--- src/design/sbaa_pkg.sv ---
// ----------------------------------------------------------------------------
// sbaa_pkg
// Shared types, codes and character mapping functions for the six-bit ASCII
// armor codec.
// ----------------------------------------------------------------------------
package sbaa_pkg;

   localparam int RSP_DEPTH = 5;   // most results one item can cause

   localparam logic [1:0] CODING_PASS  = 2'd0;
   localparam logic [1:0] CODING_PLAIN = 2'd1;
   localparam logic [1:0] CODING_SHIFT = 2'd2;

   localparam logic DIR_ENCODE = 1'b0;
   localparam logic DIR_DECODE = 1'b1;

   localparam logic CSR_CODING    = 1'b0;
   localparam logic CSR_DIRECTION = 1'b1;

   localparam logic [6:0] PAD_SYMBOL = 7'd64;
   localparam logic [7:0] PAD_BYTE   = 8'd64;
   localparam logic [7:0] CHAR_ZERO  = 8'h30;
   localparam logic [7:0] CHAR_UPPER = 8'd90;
   localparam logic [7:0] CHAR_LOW_SHIFTED = 8'd91;
   localparam logic [7:0] CHAR_TOP   = 8'd127;
   localparam logic [7:0] CHAR_STEP  = 8'd6;
   localparam logic [7:0] CHAR_CR    = 8'h0D;

   typedef struct packed {
      logic [7:0] out_value;
      logic       out_valid;
      logic       out_last;
      logic       length_error;
   } rsp_type;

   function automatic rsp_type mk_rsp(logic [7:0] v, logic vld, logic lst, logic err);
      rsp_type r;
      r.out_value    = v;
      r.out_valid    = vld;
      r.out_last     = lst;
      r.length_error = err;
      return r;
   endfunction

   // 6-bit symbol (or pad) to character
   function automatic logic [7:0] to_char(logic [6:0] sym, logic shifted);
      logic [7:0] c;
      c = CHAR_ZERO + {1'b0, sym};
      if (shifted && (c > CHAR_UPPER)) begin
         c = c + CHAR_STEP;
      end
      return c;
   endfunction

   // character to symbol value, mod 256
   function automatic logic [7:0] from_char(logic [7:0] ch, logic shifted);
      logic [7:0] c;
      c = ch;
      if (shifted && (c >= CHAR_LOW_SHIFTED) && (c <= CHAR_TOP)) begin
         c = c - CHAR_STEP;
      end
      return {1'b0, c[6:0]} - CHAR_ZERO;
   endfunction

endpackage

--- src/design/six_bit_ascii_armor_codec_core.sv ---
// ----------------------------------------------------------------------------
// six_bit_ascii_armor_codec_core
// Streaming radix-64 armor codec: three bytes to four printable characters
// and back, with pad handling, CR terminator and pass-through mode.
// ----------------------------------------------------------------------------
// Output: first result of an item is on rsp_ in the cycle after it is taken.
// Throughput: one item per cycle while each item causes at most one result
//   and rsp_ready is high; an item causing more results (up to 5) holds the
//   input until the result buffer has drained to its last entry.
// Items that cause no result are taken every cycle while no result is pending.
// Reset: synchronous; coding = pass through, direction = encode, no group held.
module six_bit_ascii_armor_codec_core (
   input  logic       clock,
   input  logic       reset,
   input  logic       req_valid,
   output logic       req_ready,
   input  logic [7:0] req_value,
   input  logic       req_carries_byte,
   input  logic       req_last,
   output logic       rsp_valid,
   input  logic       rsp_ready,
   output logic [7:0] rsp_out_value,
   output logic       rsp_out_valid,
   output logic       rsp_out_last,
   output logic       rsp_length_error,
   input  logic       csr_valid,
   output logic       csr_ready,
   input  logic       csr_index,
   input  logic [1:0] csr_data
);
   import sbaa_pkg::*;

   logic [1:0] coding_ff, coding_in;
   logic       direction_ff, direction_in;
   logic [2:0] gp_ff, gp_in;
   logic [7:0] held_ff [4];
   logic [7:0] held_in [4];
   rsp_type    list_ff [RSP_DEPTH];
   rsp_type    list_in [RSP_DEPTH];
   logic [2:0] pend_ff, pend_in;

   rsp_type    new_list [RSP_DEPTH];
   logic [2:0] new_cnt;
   logic [2:0] new_gp;

   logic       accept, take, shifted;

   // encoder working values
   logic [1:0] enc_pos;
   logic [2:0] enc_after;
   logic       enc_full, enc_part;
   logic [7:0] d0, d1, d2;
   logic [6:0] s0, s1, s2, s3;

   // decoder working values
   logic [7:0] b0, b1, b2, b3;
   logic [7:0] y0, y1, y2;
   logic       send1, send2;

   assign csr_ready = 1'b1;
   assign rsp_valid = (pend_ff != 3'd0);
   assign take      = rsp_valid && rsp_ready;
   assign req_ready = (pend_ff == 3'd0) || ((pend_ff == 3'd1) && rsp_ready);
   assign accept    = req_valid && req_ready;
   assign shifted   = (coding_ff == CODING_SHIFT);

   assign rsp_out_value    = list_ff[0].out_value;
   assign rsp_out_valid    = list_ff[0].out_valid;
   assign rsp_out_last     = list_ff[0].out_last;
   assign rsp_length_error = list_ff[0].length_error;

   // encoder group forming
   always_comb begin
      enc_pos   = (gp_ff > 3'd2) ? 2'd0 : gp_ff[1:0];
      enc_full  = req_carries_byte && (enc_pos == 2'd2);
      enc_after = req_carries_byte ? ({1'b0, enc_pos} + 3'd1) : {1'b0, enc_pos};
      if (enc_full) begin
         enc_after = 3'd0;
      end
      enc_part  = req_last && (enc_after != 3'd0);
      if (enc_full) begin
         d0 = held_ff[0];
         d1 = held_ff[1];
         d2 = req_value;
      end else begin
         d0 = (req_carries_byte && (enc_pos == 2'd0)) ? req_value : held_ff[0];
         d1 = (req_carries_byte && (enc_pos == 2'd1)) ? req_value : held_ff[1];
         d2 = 8'd0;
         if (enc_after < 3'd2) begin
            d1 = 8'd0;
         end
      end
      s0 = {1'b0, d0[5:0]};
      s1 = {1'b0, d0[7:6], d1[7:4]};
      s2 = (enc_full || (enc_after == 3'd2)) ? {1'b0, d2[7:6], d1[3:0]} : PAD_SYMBOL;
      s3 = enc_full ? {1'b0, d2[5:0]} : PAD_SYMBOL;
   end

   // decoder group unpacking
   always_comb begin
      b0 = from_char(held_ff[0], shifted);
      b1 = from_char(held_ff[1], shifted);
      b2 = from_char(held_ff[2], shifted);
      b3 = from_char(held_ff[3], shifted);
      y0 = {b1[5:4], 6'b0} | b0;
      y1 = {b1[3:0], b2[3:0]};
      y2 = {b2[5:4], 6'b0} | b3;
      // pads only count in the final group
      send1 = !req_last || (b2 != PAD_BYTE);
      send2 = !req_last || (b3 != PAD_BYTE);
   end

   // results of the offered item and next group state
   always_comb begin
      for (int i = 0; i < RSP_DEPTH; i++) begin
         new_list[i] = '0;
      end
      new_cnt = 3'd0;
      new_gp  = gp_ff;
      held_in = held_ff;
      if ((coding_ff != CODING_PLAIN) && (coding_ff != CODING_SHIFT)) begin
         if (req_carries_byte) begin
            new_list[0] = mk_rsp(req_value, 1'b1, req_last, 1'b0);
            new_cnt     = 3'd1;
         end else if (req_last) begin
            new_list[0] = mk_rsp(8'd0, 1'b0, 1'b1, 1'b0);
            new_cnt     = 3'd1;
         end
      end else if (direction_ff == DIR_ENCODE) begin
         if (req_carries_byte && !enc_full) begin
            held_in[enc_pos] = req_value;
         end
         new_gp = req_last ? 3'd0 : enc_after;
         if (enc_full || enc_part) begin
            new_list[0] = mk_rsp(to_char(s0, shifted), 1'b1, 1'b0, 1'b0);
            new_list[1] = mk_rsp(to_char(s1, shifted), 1'b1, 1'b0, 1'b0);
            new_list[2] = mk_rsp(to_char(s2, shifted), 1'b1, 1'b0, 1'b0);
            new_list[3] = mk_rsp(to_char(s3, shifted), 1'b1, 1'b0, 1'b0);
            new_cnt     = 3'd4;
         end
         if (req_last) begin
            if (enc_full || enc_part) begin
               new_list[4] = mk_rsp(CHAR_CR, 1'b1, 1'b1, 1'b0);
               new_cnt     = 3'd5;
            end else begin
               new_list[0] = mk_rsp(CHAR_CR, 1'b1, 1'b1, 1'b0);
               new_cnt     = 3'd1;
            end
         end
      end else begin
         if (req_last) begin
            new_gp = 3'd0;
            if (gp_ff == 3'd4) begin
               new_list[0] = mk_rsp(y0, 1'b1, !send1 && !send2, 1'b0);
               new_list[1] = send1 ? mk_rsp(y1, 1'b1, !send2, 1'b0)
                                   : mk_rsp(y2, 1'b1, 1'b1, 1'b0);
               new_list[2] = mk_rsp(y2, 1'b1, 1'b1, 1'b0);
               new_cnt     = 3'd1 + {2'b0, send1} + {2'b0, send2};
            end else begin
               new_list[0] = mk_rsp(8'd0, 1'b0, 1'b1, gp_ff != 3'd0);
               new_cnt     = 3'd1;
            end
         end else if (req_carries_byte) begin
            if (gp_ff == 3'd4) begin
               new_list[0] = mk_rsp(y0, 1'b1, 1'b0, 1'b0);
               new_list[1] = mk_rsp(y1, 1'b1, 1'b0, 1'b0);
               new_list[2] = mk_rsp(y2, 1'b1, 1'b0, 1'b0);
               new_cnt     = 3'd3;
               new_gp      = 3'd1;
            end else begin
               new_gp      = gp_ff + 3'd1;
            end
            // a full group restarts at slot 0, which is gp mod 4
            held_in[gp_ff[1:0]] = req_value;
         end
      end
   end

   // next state
   always_comb begin
      coding_in    = coding_ff;
      direction_in = direction_ff;
      gp_in        = gp_ff;
      list_in      = list_ff;
      pend_in      = pend_ff;
      if (accept) begin
         gp_in   = new_gp;
         list_in = new_list;
         pend_in = new_cnt;
      end else if (take) begin
         for (int i = 0; i < RSP_DEPTH - 1; i++) begin
            list_in[i] = list_ff[i + 1];
         end
         list_in[RSP_DEPTH - 1] = '0;
         pend_in = pend_ff - 3'd1;
      end
      if (csr_valid && csr_ready) begin
         gp_in = 3'd0;
         unique case (csr_index)
            CSR_CODING:    coding_in    = csr_data;
            CSR_DIRECTION: direction_in = csr_data[0];
            default:       coding_in    = coding_ff;
         endcase
      end
   end

   always_ff @(posedge clock) begin
      if (reset) begin
         coding_ff    <= CODING_PASS;
         direction_ff <= DIR_ENCODE;
         gp_ff        <= 3'd0;
         pend_ff      <= 3'd0;
      end else begin
         coding_ff    <= coding_in;
         direction_ff <= direction_in;
         gp_ff        <= gp_in;
         pend_ff      <= pend_in;
      end
   end

   always_ff @(posedge clock) begin
      list_ff <= list_in;
      if (accept) begin
         held_ff <= held_in;
      end
   end

endmodule
--- config.mk ---
export PLATFORM = sky130hd
export DESIGN_NAME = six_bit_ascii_armor_codec_core
export DESIGN_NICKNAME = d
export VERILOG_FILES = /design/src/design/sbaa_pkg.sv /design/src/design/six_bit_ascii_armor_codec_core.sv
export SDC_FILE = /design/constraint.sdc
export NUM_CORES = 1
export LEC_CHECK = 0
export ABC_AREA = 0
export BUFFER_PORTS_ARGS = -buffer_cell sky130_fd_sc_hd__buf_2
export CORE_MARGIN = 4
export CORE_UTILIZATION = 44
export DETAILED_ROUTE_END_ITERATION = 16
export GPL_TIMING_DRIVEN = 0
export PLACE_DENSITY_LB_ADDON = 0.2
export SLEW_MARGIN = 25
export SYNTH_ARGS = -nofsm -noshare
export SYNTH_HDL_FRONTEND = slang
export SYNTH_SLANG_ARGS = --single-unit
--- constraint.sdc ---
create_clock -name clock -period 7.7 [get_ports clock]
set_input_delay 0.77 -clock clock [delete_from_list [all_inputs] [get_ports clock]]
set_output_delay 0.77 -clock clock [all_outputs]
set_load 0.005 [all_outputs]
==> run_results.csv, run 1 <==
group,metric,value,unit
critical_path,rr_startpoint,"gp_ff[1]",
critical_path,setup.worst_path.end,"list_ff[40]",
drt,vias,5211,
place,dp.cells,856,
sta,final.period_utilization,0.590,
sta,fin_crit,4.54,ns
critical_path,cpPeakStageDelay,0.47,ns
cts,clock_path_buffers,2,
floorplanning,start_util,0.455,
synth,synthCells,651,
place,gp_congestion,0.908,
cells_and_area,syn2layout_area_growth,11.3,%
drt,drt_wl_total,18.1,mm
place,dpl.hpwl,13.3,mm
drt,first_pass_iters,5,
cts,cts_root_buf,"clkbuf_16",
cells_and_area,diodes,0,
sta,relSlewSlack,0.345,
sta,skew,0.0107,ns
critical_path,rr_worst_depth,15,
synth,avgSynthCellArea,9.41,µm²
power,power_density,243,mW/mm²
sta,rsz0062_at_grt,"false",
critical_path,critPathCaptureType,"flip-flop",
flow_run,maxCapViolations,0,
synth,synthTopCellsByArea,"edfxtp_1 36%, ha_1 7.8%, nand2_1 3.5%, mux2i_1 3.4%, nor2_1 3.2%",
floorplanning,core.rowCount,42,
cells_and_area,drive_gt1_frac,0.131,
drt,drcViolationCount,0,
sta,tightest_slew,0.955,ns
cts,cts_resized,0,
cts,cts.sinks,83,
grt,antenna_found_initial,0,
synth,yosysWarnings,0,
cts,postCtsSetupBuffers,0,
critical_path,r2r-end,"list_ff[40]",
synth,synth_enable_flop_cells,74,
critical_path,cp_top_family,"simple AND/OR/NAND/NOR gates",
synth,synth.distinct_cells,88,
cts,htree_levels,3,
cts,cts-buffers-inserted,9,
synth,synth.top_cell.area_share,0.363,
cells_and_area,multi_input_area,0.00340,mm²
power,p_leak,2.55,nW
critical_path,reg2reg_setup_slack,3.16,ns
cells_and_area,ff_latch_area,0.00240,mm²
critical_path,cp_data_arrival_time,4.60,ns
critical_path,startpoint,"gp_ff[1]",
drt,first_iter_violations,536,
critical_path,worstPathCellList,"ha_1 > and2b_1 > or2_2 > ha_1 > buf_2 > nand3b_1 > buf_2 > mux2i_1 > or2_2 > ha_1 > inv_1 > a31oi_1 > a2111o_1 > xnor2_1 > o221ai_1",
critical_path,path_buf_inv,3,
synth,synth_seq_area_share,0.392,
run_status,status,"completed",
cells_and_area,final_cell_count_no_fill,872,
synth,synthFlopType,"edfxtp_1",
drt,wl_per_cell,20.7,µm
grt,grt_usage,0.227,
sta,hold_violations,0,
grt,grt_max_degree,34,
place,portBuffers,27,
synth,yosysTopAreaCell,"edfxtp_1",
critical_path,crit_type,"reg -> reg",
synth,syn_nets,707,
cts,clk_pin_slew,0.07,ns
sta,finalSetupViolCount,0,
synth,async_flop_share,0,
critical_path,required,7.75,ns
floorplanning,ios,32,
critical_path,critPathSlowestCell,"dfxtp_1",
synth,syn_area,0.00612,mm²
drt,viasPerCell,5.98,
cells_and_area,n_fill_cell,1288,
floorplanning,die_y,126,µm
sta,fin_tns_setup,0,ns
cts,clock_latency,0.35,ns
floorplanning,die_area,0.0159,mm²
sta,clock.fmax,0.220,GHz
cts,cts_tree,"built",
critical_path,cp-start-kind,"flip-flop",
cts,hold_buffers,0,
critical_path,cp.depth,15,
hold_path,hold_path.class,"reg -> reg",
grt,grt_overflow,0,
drt,antenna_left,0,
critical_path,crit_path_frequent_cell,"ha_1",
synth,yosys_register_bits,83,
grt,grt_pass1_wl,27.7,mm
grt,grt_pass1_vias,4961,
sta,slew_violations,0,
cells_and_area,fin_nets,747,
power,vdd_drop_max,111,µV
floorplanning,die_w,126,µm
floorplanning,core-area,0.0135,mm²
critical_path,cp_max_fo,10,
==> state kept, by name (all words and copies together) (netlist names) <==
| register | cells |
|---|---|
| held_ff | 32 |
| list_ff | 31 |
| rsp_out_value | 8 |
| gp_ff | 3 |
| pend_ff | 3 |
| coding_ff | 2 |
| direction_ff | 1 |
| rsp_length_error | 1 |
| rsp_out_last | 1 |
| rsp_out_valid | 1 |
==> synth_stat cells (5+ instances only) <==
cell,number
a21oi_1,38
a31oi_1,9
and2_1,11
and3_1,6
buf_4,9
clkbuf_1,21
dfxtp_1,9
edfxtp_1,74
ha_1,38
inv_1,27
mux2_2,7
mux2i_1,21
nand2_1,57
nand3_1,23
nor2_1,52
nor2b_1,31
nor3_1,16
o211ai_1,6
o21ai_0,28
o21ai_1,6
o221ai_1,5
o31ai_1,6
or2_2,5
or3_1,9
xnor2_1,14
xor2_1,9
==> per-layer routing <==
metal  global-route usage  wire length (µm)  vias up
met5                    0                 0        -
met4               0.0757               482        0
met3               0.0533              1480       30
met2                0.345              7950      227
met1                0.321              8180     2479
li1                     -                 -     2475
==> worst min-delay path, delay by kind of cell, from the launching register on <==
family,cells,cell delay (ns)
flip-flops,1,0.31
AND/OR/NAND/NOR,1,0.05
AO/OA/AOI/OAI,1,0.06
==> where the power goes <==
group / switching [mW] / internal (mW)
Clock: 0.195 / 0.254
Sequential: 0.0394 / 0.666
Combinational: 0.301 / 0.199
==> kinds of logic after synthesis <==
kind of cell	after synthesis	synth area share
AO/OA/AOI/OAI	153	0.169
XOR/XNOR	23	0.0329
adder cells (fa/ha/maj)	38	0.0776
buffers and inverters	70	0.0531
flip-flops	83	0.392
multiplexers	33	0.0607
other	2	0.00123
AND/OR/NAND/NOR	249	0.213
==> worst min path at each step <==
| stage | start | end | slack, ns | cells past startpoint |
|---|---|---|---|---|
| after floorplan | coding_ff[1] | coding_ff[1] | 0.44 | 2 |
| after global routing | coding_ff[1] | coding_ff[1] | 0.49 | 2 |
| after detailed placement | coding_ff[1] | coding_ff[1] | 0.46 | 2 |
| after CTS | coding_ff[1] | coding_ff[1] | 0.47 | 2 |
| final | coding_ff[1] | coding_ff[1] | 0.47 | 2 |
| after global placement | coding_ff[1] | coding_ff[1] | 0.45 | 2 |
==> area by class of cell <==
type,instances,share of cell area
Sequential cell,83,0.353
Clock inverter,7,0.0112
Inverter,30,0.0173
Buffer,40,0.0305
Multi-Input combinational cell,498,0.499
Timing Repair Buffer,29,0.0239
Tap cell,176,0.0323
Clock buffer,9,0.0331
==> metrics by stage <==
stage,instance area [µm²],setup slack [ns],power [mW],util,hold slack [ns]
floorplan,6120,3.86,1.03,-,0.440
global placement,6480,3.29,1.19,0.482,0.453
detailed placement,6510,3.26,1.21,0.484,0.462
CTS,6810,3.25,1.65,0.506,0.471
global route,6810,2.88,1.74,0.506,0.490
finish,6810,3.16,1.66,0.506,0.470
==> layout by cell type (no fill, tap or decap), types with 4 or more instances in the layout <==
cell type,synthesis,layout
a211oi_1,4,4
edfxtp_1,74,74
dfxtp_1,9,9
or2_2,5,5
o21ai_1,6,6
o31ai_1,6,6
and2_1,11,11
clkbuf_1,21,21
mux2_2,7,7
xor2_1,9,9
buf_4,9,10
nor2b_1,31,31
ha_1,38,38
nand3b_1,4,4
nor3_1,16,15
o22ai_1,4,4
nand3_1,23,23
nor4_1,4,4
a21o_1,4,4
xnor2_1,14,14
a31oi_1,9,9
nand4_1,4,4
o211ai_1,6,6
a21oi_1,38,38
buf_2,4,31
nand2_1,57,57
or3_1,9,9
clkbuf_16,0,9
nor2_1,52,52
inv_1,27,26
mux2i_1,21,21
and3_1,6,6
o21ai_0,28,28
o221ai_1,5,5
Power figures use the tool's default switching activity.
==> inputs of run 2 (changes only) <==
--- a/config.mk
+++ b/config.mk
@@ -5,7 +5,7 @@
 export SDC_FILE = /design/constraint.sdc
 export NUM_CORES = 1
 export LEC_CHECK = 0
-export ABC_AREA = 0
+export ABC_AREA = 1
 export BUFFER_PORTS_ARGS = -buffer_cell sky130_fd_sc_hd__buf_2
 export CORE_MARGIN = 4
 export CORE_UTILIZATION = 44
==> constraint.sdc (replaced) <==
create_clock -name clock -period 3.6 [get_ports clock]
set_input_delay 0.36 -clock clock [delete_from_list [all_inputs] [get_ports clock]]
set_output_delay 0.36 -clock clock [all_outputs]
set_load 0.005 [all_outputs]
==> run 2 against run 1 <==
  * Register-to-register slack lost 2.9 ns
  * Clock power grew 120%
  * Clock skew shrank 0.0016 ns
  * Largest power group unchanged
  * Cell count grew 16%
  * Die area shrank 0.65%
  * Sequential power grew 120%
  * Clock-buffer cell count is the same
  * Sequential cell count is the same
  * Synthesized area shrank 0.69%
  * Cell area grew 1.7%
  * Non-clock buffer count shrank 15
  * Critical path type unchanged
==> run_results.csv, run 2 <==
group,metric,value,unit
run_status,status,"completed",
sta,final.period_utilization,0.931,
cts,cts_root_buf,"clkbuf_16",
synth,yosysTopAreaCell,"edfxtp_1",
grt,grt_pass1_wl,28.4,mm
drt,drt_wl_total,18.3,mm
synth,synth_seq_area_share,0.395,
synth,syn_area,0.00608,mm²
drt,vias,5641,
synth,avgSynthCellArea,7.73,µm²
power,clockPowerShare,0.270,
sta,finalSetupViolCount,0,
sta,clock.fmax,0.298,GHz
sta,rsz0062_at_grt,"false",
power,p_leak,3.03,nW
synth,synthTopCellsByArea,"edfxtp_1 37%, nand2_1 11%, ha_1 7.8%, nor2_1 5.8%, inv_1 5.7%",
cts,cts-buffers-inserted,9,
synth,synth_common_cells,"185 x nand2_1, 94 x nor2_1, 92 x inv_1, 74 x edfxtp_1, 56 x nand3_1",
hold_path,hold_path.class,"in -> reg",
sta,fin_tns_setup,0,ns
cells_and_area,final_util,0.517,
cells_and_area,final_area,0.00693,mm²
place,place_ws,-0.0928,ns
grt,grt_max_degree,24,
place,dpl.hpwl,14.0,mm
cts,clk_pin_slew,0.07,ns
power,power_density,520,mW/mm²
drt,viasPerCell,5.57,
critical_path,cp_data_arrival_time,3.46,ns
sta,setup_slack,0.250,ns
synth,yosys_register_bits,83,
sta,slew_violations,0,
floorplanning,die_area,0.0158,mm²
floorplanning,die_y,126,µm
floorplanning,core-area,0.0134,mm²
place,portBuffers,28,
floorplanning,start_util,0.454,
sta,hold_violations,0,
grt,grt_pass1_vias,5334,
synth,yosysWarnings,0,
place,gp_congestion,1.02,
cells_and_area,diodes,0,
place,placed_area,0.00649,mm²
power,vdd_drop_max,256,µV
synth,synth.top_cell.area_share,0.365,
power,power,3.60,mW
cells_and_area,final_cell_mix,"185 x nand2_1, 91 x inv_1, 91 x nor2_1",
critical_path,crit_type,"reg -> reg",
cells_and_area,final_common_cell,"nand2_1",
sta,relSlewSlack,0.470,
synth,syn_nets,843,
cts,htree_levels,3,
sta,fin_crit,3.35,ns
synth,synth_most_common_cell,"nand2_1",
cells_and_area,largest_register,"held_ff",
drt,first_pass_iters,5,
grt,grt_overflow,0,
drt,wl_per_cell,18.1,µm
critical_path,cp_max_fo,8,
sta,skew,0.00904,ns
cts,clock_latency,0.36,ns
critical_path,critPathCaptureType,"flip-flop",
cells_and_area,largest_reg_flops,32,
synth,async_flop_share,0,
synth,synth_enable_flop_cells,74,
cells_and_area,syn2layout_area_growth,13.9,%
grt,antenna_found_initial,0,
cts,cts_tree,"built",
power,p_sw_frac,0.327,
floorplanning,die_w,126,µm
flow_run,maxCapViolations,0,
floorplanning,ios,32,
drt,first_iter_violations,445,
power,internal_power,2.42,mW
power,p_comb_frac,0.305,
drt,drcViolationCount,0,
sta,tightest_slew,0.790,ns
critical_path,required,3.71,ns
critical_path,cp-start-kind,"flip-flop",
power,pwr-share-seq,0.425,
cells_and_area,drive_gt1_frac,0.145,
drt,antenna_left,0,
cts,clock_path_buffers,2,
synth,synthCells,787,
critical_path,reg2reg_setup_slack,0.25,ns
synth,synthFlopType,"edfxtp_1",
grt,grt_usage,0.233,
power,p_switching,1.18,mW
cells_and_area,fin_nets,888,
synth,synth.distinct_cells,53,
cts,cts.sinks,83,
floorplanning,core.rowCount,42,
## run 2: cell count changes after synthesis, moves of 20 or more
cell / delta
mux2i_1: -20
nor2b_1: -31
nor2_1: +42
nand3_1: +33
inv_1: +65
nand2_1: +128
o21ai_0: +25
## run 2: area by class of cell
cell class | instances | area [µm²]
Fill cell | 1301 | 6470
Multi-Input combinational cell | 580 | 3260
Sequential cell | 83 | 2400
Inverter | 104 | 398
Clock buffer | 9 | 225
Tap cell | 176 | 220
Timing Repair Buffer | 34 | 213
Buffer | 20 | 126
Clock inverter | 7 | 83.8
## run 2: metrics by stage
step	std cells	hold WS [ns]
2_1_floorplan	787	0.435
3_3_place_gp	991	0.454
3_5_place_dp	993	0.455
4_1_cts	1009	0.233
5_1_grt	1013	0.273
6_report	1013	0.231
## run 2: cell families (layout without fill, tap and decap cells)
group	after synthesis	after routing	synth area share
AOI/OAI and AO/OA	130	130	0.126
and+or+nand+nor	391	391	0.286
DFF	83	83	0.395
other	2	2	0.00124
xor gates and xnor gates	18	18	0.0259
adders and majority gates	38	38	0.0782
buffers and inverters	124	174	0.0854
muxes	1	1	0.00165
## run 2: per-layer routing
layer  up-vias  track usage  wire, µm
met5         -            0         0
li1       2715            -         -
met2       215        0.382      8640
met3        49       0.0384      1260
met4         0        0.101       646
met1      2662        0.304      7750
## run 2: final timing paths
| path | startpoint | endpoint | cells past startpoint |
|---|---|---|---|
| worst max-delay path | gp_ff[0] | rsp_out_value[5] | 18 |
| worst max register to register | gp_ff[0] | rsp_out_value[5] | 18 |
| worst min register to register | coding_ff[0] | coding_ff[0] | 2 |
| worst min-delay path | csr_data[1] | coding_ff[1] | 3 |
## run 2: what timing repair did
item                                    4_1_cts  5_1_grt
pin swaps                                     0        2
hold buffers                                  0        0
buffers inserted                              0        4
endpoints found under the setup margin        8       20
gates resized for setup                       3       18
## run 2: power groups by stage
| stage | clock network [mW] | registers (mW) | logic [mW] |
|---|---|---|---|
| after floorplan | 0 | 1.54 | 0.692 |
| after global placement | 0 | 1.57 | 0.979 |
| after detailed placement | 0 | 1.55 | 1.08 |
| after CTS | 0.984 | 1.53 | 1.08 |
| after global routing | 1.03 | 1.55 | 1.23 |
| final | 0.971 | 1.53 | 1.10 |
## run 2: critical path: stages, from the launching register on
cell	delay [ns]
dfxtp_2	0.37
inv_2	0.10
ha_4	0.16
inv_2	0.04
nand2_2	0.07
nand3_4	0.12
ha_1	0.21
buf_4	0.17
nor2_8	0.16
nand3_4	0.15
buf_4	0.18
o21ai_4	0.23
inv_1	0.12
ha_1	0.22
o21bai_4	0.20
nand2_4	0.10
inv_1	0.10
o21ai_0	0.27
o21ai_1	0.09
==> inputs of run 3 (changes only) <==
--- a/config.mk
+++ b/config.mk
@@ -9,8 +9,8 @@
 export BUFFER_PORTS_ARGS = -buffer_cell sky130_fd_sc_hd__buf_2
 export CORE_MARGIN = 4
 export CORE_UTILIZATION = 44
+export CTS_CLUSTER_SIZE = 12
 export DETAILED_ROUTE_END_ITERATION = 16
-export GPL_TIMING_DRIVEN = 0
 export PLACE_DENSITY_LB_ADDON = 0.2
 export SLEW_MARGIN = 25
 export SYNTH_ARGS = -nofsm -noshare
==> run 3 against run 2 <==
  * Die area unchanged
  * Via count decreased by 0.48%
  * Global-route usage increased by 0.60 points
  * Hold slack improved by 0.019 ns
  * Combinational power decreased by 9%
  * Critical path depth increased by 5
  * Clock power decreased by 6.9%
  * Non-clock buffer count decreased by 8
  * Sequential share of layout area increased by 0.67 points
  * Maximum frequency increased by 0.43%
  * Critical endpoint is now list_ff[37]
  * Largest cell class unchanged
  * Largest power group unchanged
==> run_results.csv, run 3 (synthesis gave the netlist of run 2 again) <==
group,metric,value,unit
sta,fin_tns_setup,0,ns
sta,slew_violations,0,
cells_and_area,ff_latch_area,0.00240,mm²
sta,hold_violations,0,
sta,fin_crit,3.34,ns
hold_path,hold_depth,3,
critical_path,r2r-end,"list_ff[37]",
floorplanning,die_y,126,µm
power,power_density,506,mW/mm²
floorplanning,die_area,0.0158,mm²
hold_path,whs_endpoint,"coding_ff[1]",
cells_and_area,final_common_cell,"nand2_1",
grt,grt_max_degree,37,
floorplanning,die_w,126,µm
critical_path,cp_data_arrival_time,3.44,ns
critical_path,crit_type,"reg -> reg",
cts,htree_levels,3,
sta,finalSetupViolCount,0,
cells_and_area,drive_gt1_frac,0.133,
floorplanning,core.rowCount,42,
place,place_ws,0.119,ns
place,dpl.hpwl,14.3,mm
place,dp.cells,989,
sta,tightest_slew,0.826,ns
power,power,3.44,mW
cells_and_area,largest_register,"held_ff",
grt,grt_overflow,0,
critical_path,critPathCaptureType,"flip-flop",
drt,first_pass_iters,6,
cts,cts_tree,"built",
drt,first_iter_violations,487,
power,vdd_drop_max,245,µV
hold_path,hp-start,"csr_data[1]",
drt,antenna_left,0,
drt,viasPerCell,5.59,
drt,drcViolationCount,0,
sta,setup_slack,0.264,ns
power,clockPowerShare,0.263,
power,internal_power,2.32,mW
sta,final.period_utilization,0.927,
cells_and_area,final_cell_count_no_fill,1005,
cts,clock_latency,0.35,ns
sta,relSlewSlack,0.448,
power,p_switching,1.11,mW
critical_path,cp-start-kind,"flip-flop",
floorplanning,ios,32,
cts,cts-buffers-inserted,9,
drt,wl_per_cell,18.4,µm
cells_and_area,final_area,0.00679,mm²
cts,hold_buffers,0,
grt,grt_pass1_wl,29.3,mm
place,gp_congestion,1.00,
power,p_sw_frac,0.323,
run_status,status,"completed",
floorplanning,core-area,0.0134,mm²
cells_and_area,fin_nets,880,
grt,grt_usage,0.239,
sta,skew,0.00702,ns
cells_and_area,multi_input_area,0.00320,mm²
flow_run,maxCapViolations,0,
place,portBuffers,30,
power,pwr-share-seq,0.446,
cts,clk_pin_slew,0.06,ns
cts,cts.sinks,83,
drt,vias,5614,
cells_and_area,diodes,0,
drt,top_layer_used,"met4",
critical_path,rr_worst_depth,23,
critical_path,required,3.71,ns
power,p_leak,3.00,nW
power,p_comb_frac,0.291,
cts,cts_root_buf,"clkbuf_16",
critical_path,startpoint,"gp_ff[0]",
cells_and_area,syn2layout_area_growth,11.6,%
grt,antenna_found_initial,0,
critical_path,cp_max_fo,8,
sta,rsz0062_at_grt,"false",
drt,dr_wl_met3,1.23,mm
sta,clock.fmax,0.300,GHz
drt,drt_wl_total,18.4,mm
cells_and_area,final_cell_mix,"185 x nand2_1, 92 x inv_1, 92 x nor2_1",
drt,wl_met2,8.62,mm
cells_and_area,n_fill_cell,1342,
cells_and_area,largest_reg_flops,32,
floorplanning,start_util,0.454,
hold_path,hold_path.class,"in -> reg",
cts,clock_path_buffers,2,
drt,drt-met1-wl,7.90,mm
place,placed_area,0.00647,mm²
grt,grt_pass1_vias,5342,
critical_path,rr_startpoint,"gp_ff[0]",
critical_path,reg2reg_setup_slack,0.26,ns
[run 3: cell type report]
type	instances	area share
Multi-Input combinational cell	580	0.471
Sequential cell	83	0.354
Inverter	104	0.0579
Timing Repair Buffer	46	0.0417
Clock buffer	9	0.0332
Tap cell	176	0.0324
Clock inverter	7	0.00995
[run 3: worst max-delay path by stage]
| stage | to | depth (start not counted) |
|---|---|---|
| 4_1_cts | rsp_out_value[5] | 21 |
| 5_1_grt | rsp_out_last | 21 |
| 6_report | list_ff[37] | 23 |
| 2_1_floorplan | pend_ff[0] | 7 |
| 3_3_place_gp | rsp_out_value[6] | 21 |
| 3_5_place_dp | rsp_out_value[5] | 21 |
[run 3: what timing repair did]
action / in CTS / in global routing
setup endpoints to repair: 0 / 20
buffers inserted: 0 / 0
resized for setup: 0 / 7
[run 3: power groups by stage]
stage | logic [mW] | clock network [mW] | registers, mW
final | 0.998 | 0.904 | 1.53
after global routing | 1.12 | 0.967 | 1.56
after global placement | 0.978 | 0 | 1.54
after detailed placement | 0.993 | 0 | 1.55
after CTS | 0.997 | 0.922 | 1.53
after floorplan | 0.692 | 0 | 1.54
[run 3: per-stage QoR]
step | utilization | hold WS (ns)
floorplan | - | 0.435
global route | 0.507 | 0.290
global placement | 0.483 | 0.449
CTS | 0.505 | 0.248
detailed placement | 0.483 | 0.454
finish | 0.507 | 0.250
[run 3: layer usage]
layer,global-route usage,vias up
li1,-,2700
met1,0.318,2660
met2,0.384,210
met3,0.0418,44
met4,0.101,0
met5,0,-
[run 3: critical path, cell delays in order (launching register included)]
cell and delay (ns):
dfxtp_1 0.31, inv_1 0.10, ha_2 0.24, inv_2 0.05
nand2_2 0.08, nand3_4 0.14, inv_1 0.09, ha_1 0.19
nand3_1 0.22, nor2_1 0.17, a21oi_1 0.08, nor2_1 0.25
inv_1 0.08, ha_1 0.21, inv_1 0.12, nand4_1 0.11
nand2_1 0.11, nand3_2 0.11, inv_2 0.13, nand2_1 0.07
nand3_1 0.07, nand2_1 0.06, nand2_1 0.05, nand2_1 0.05
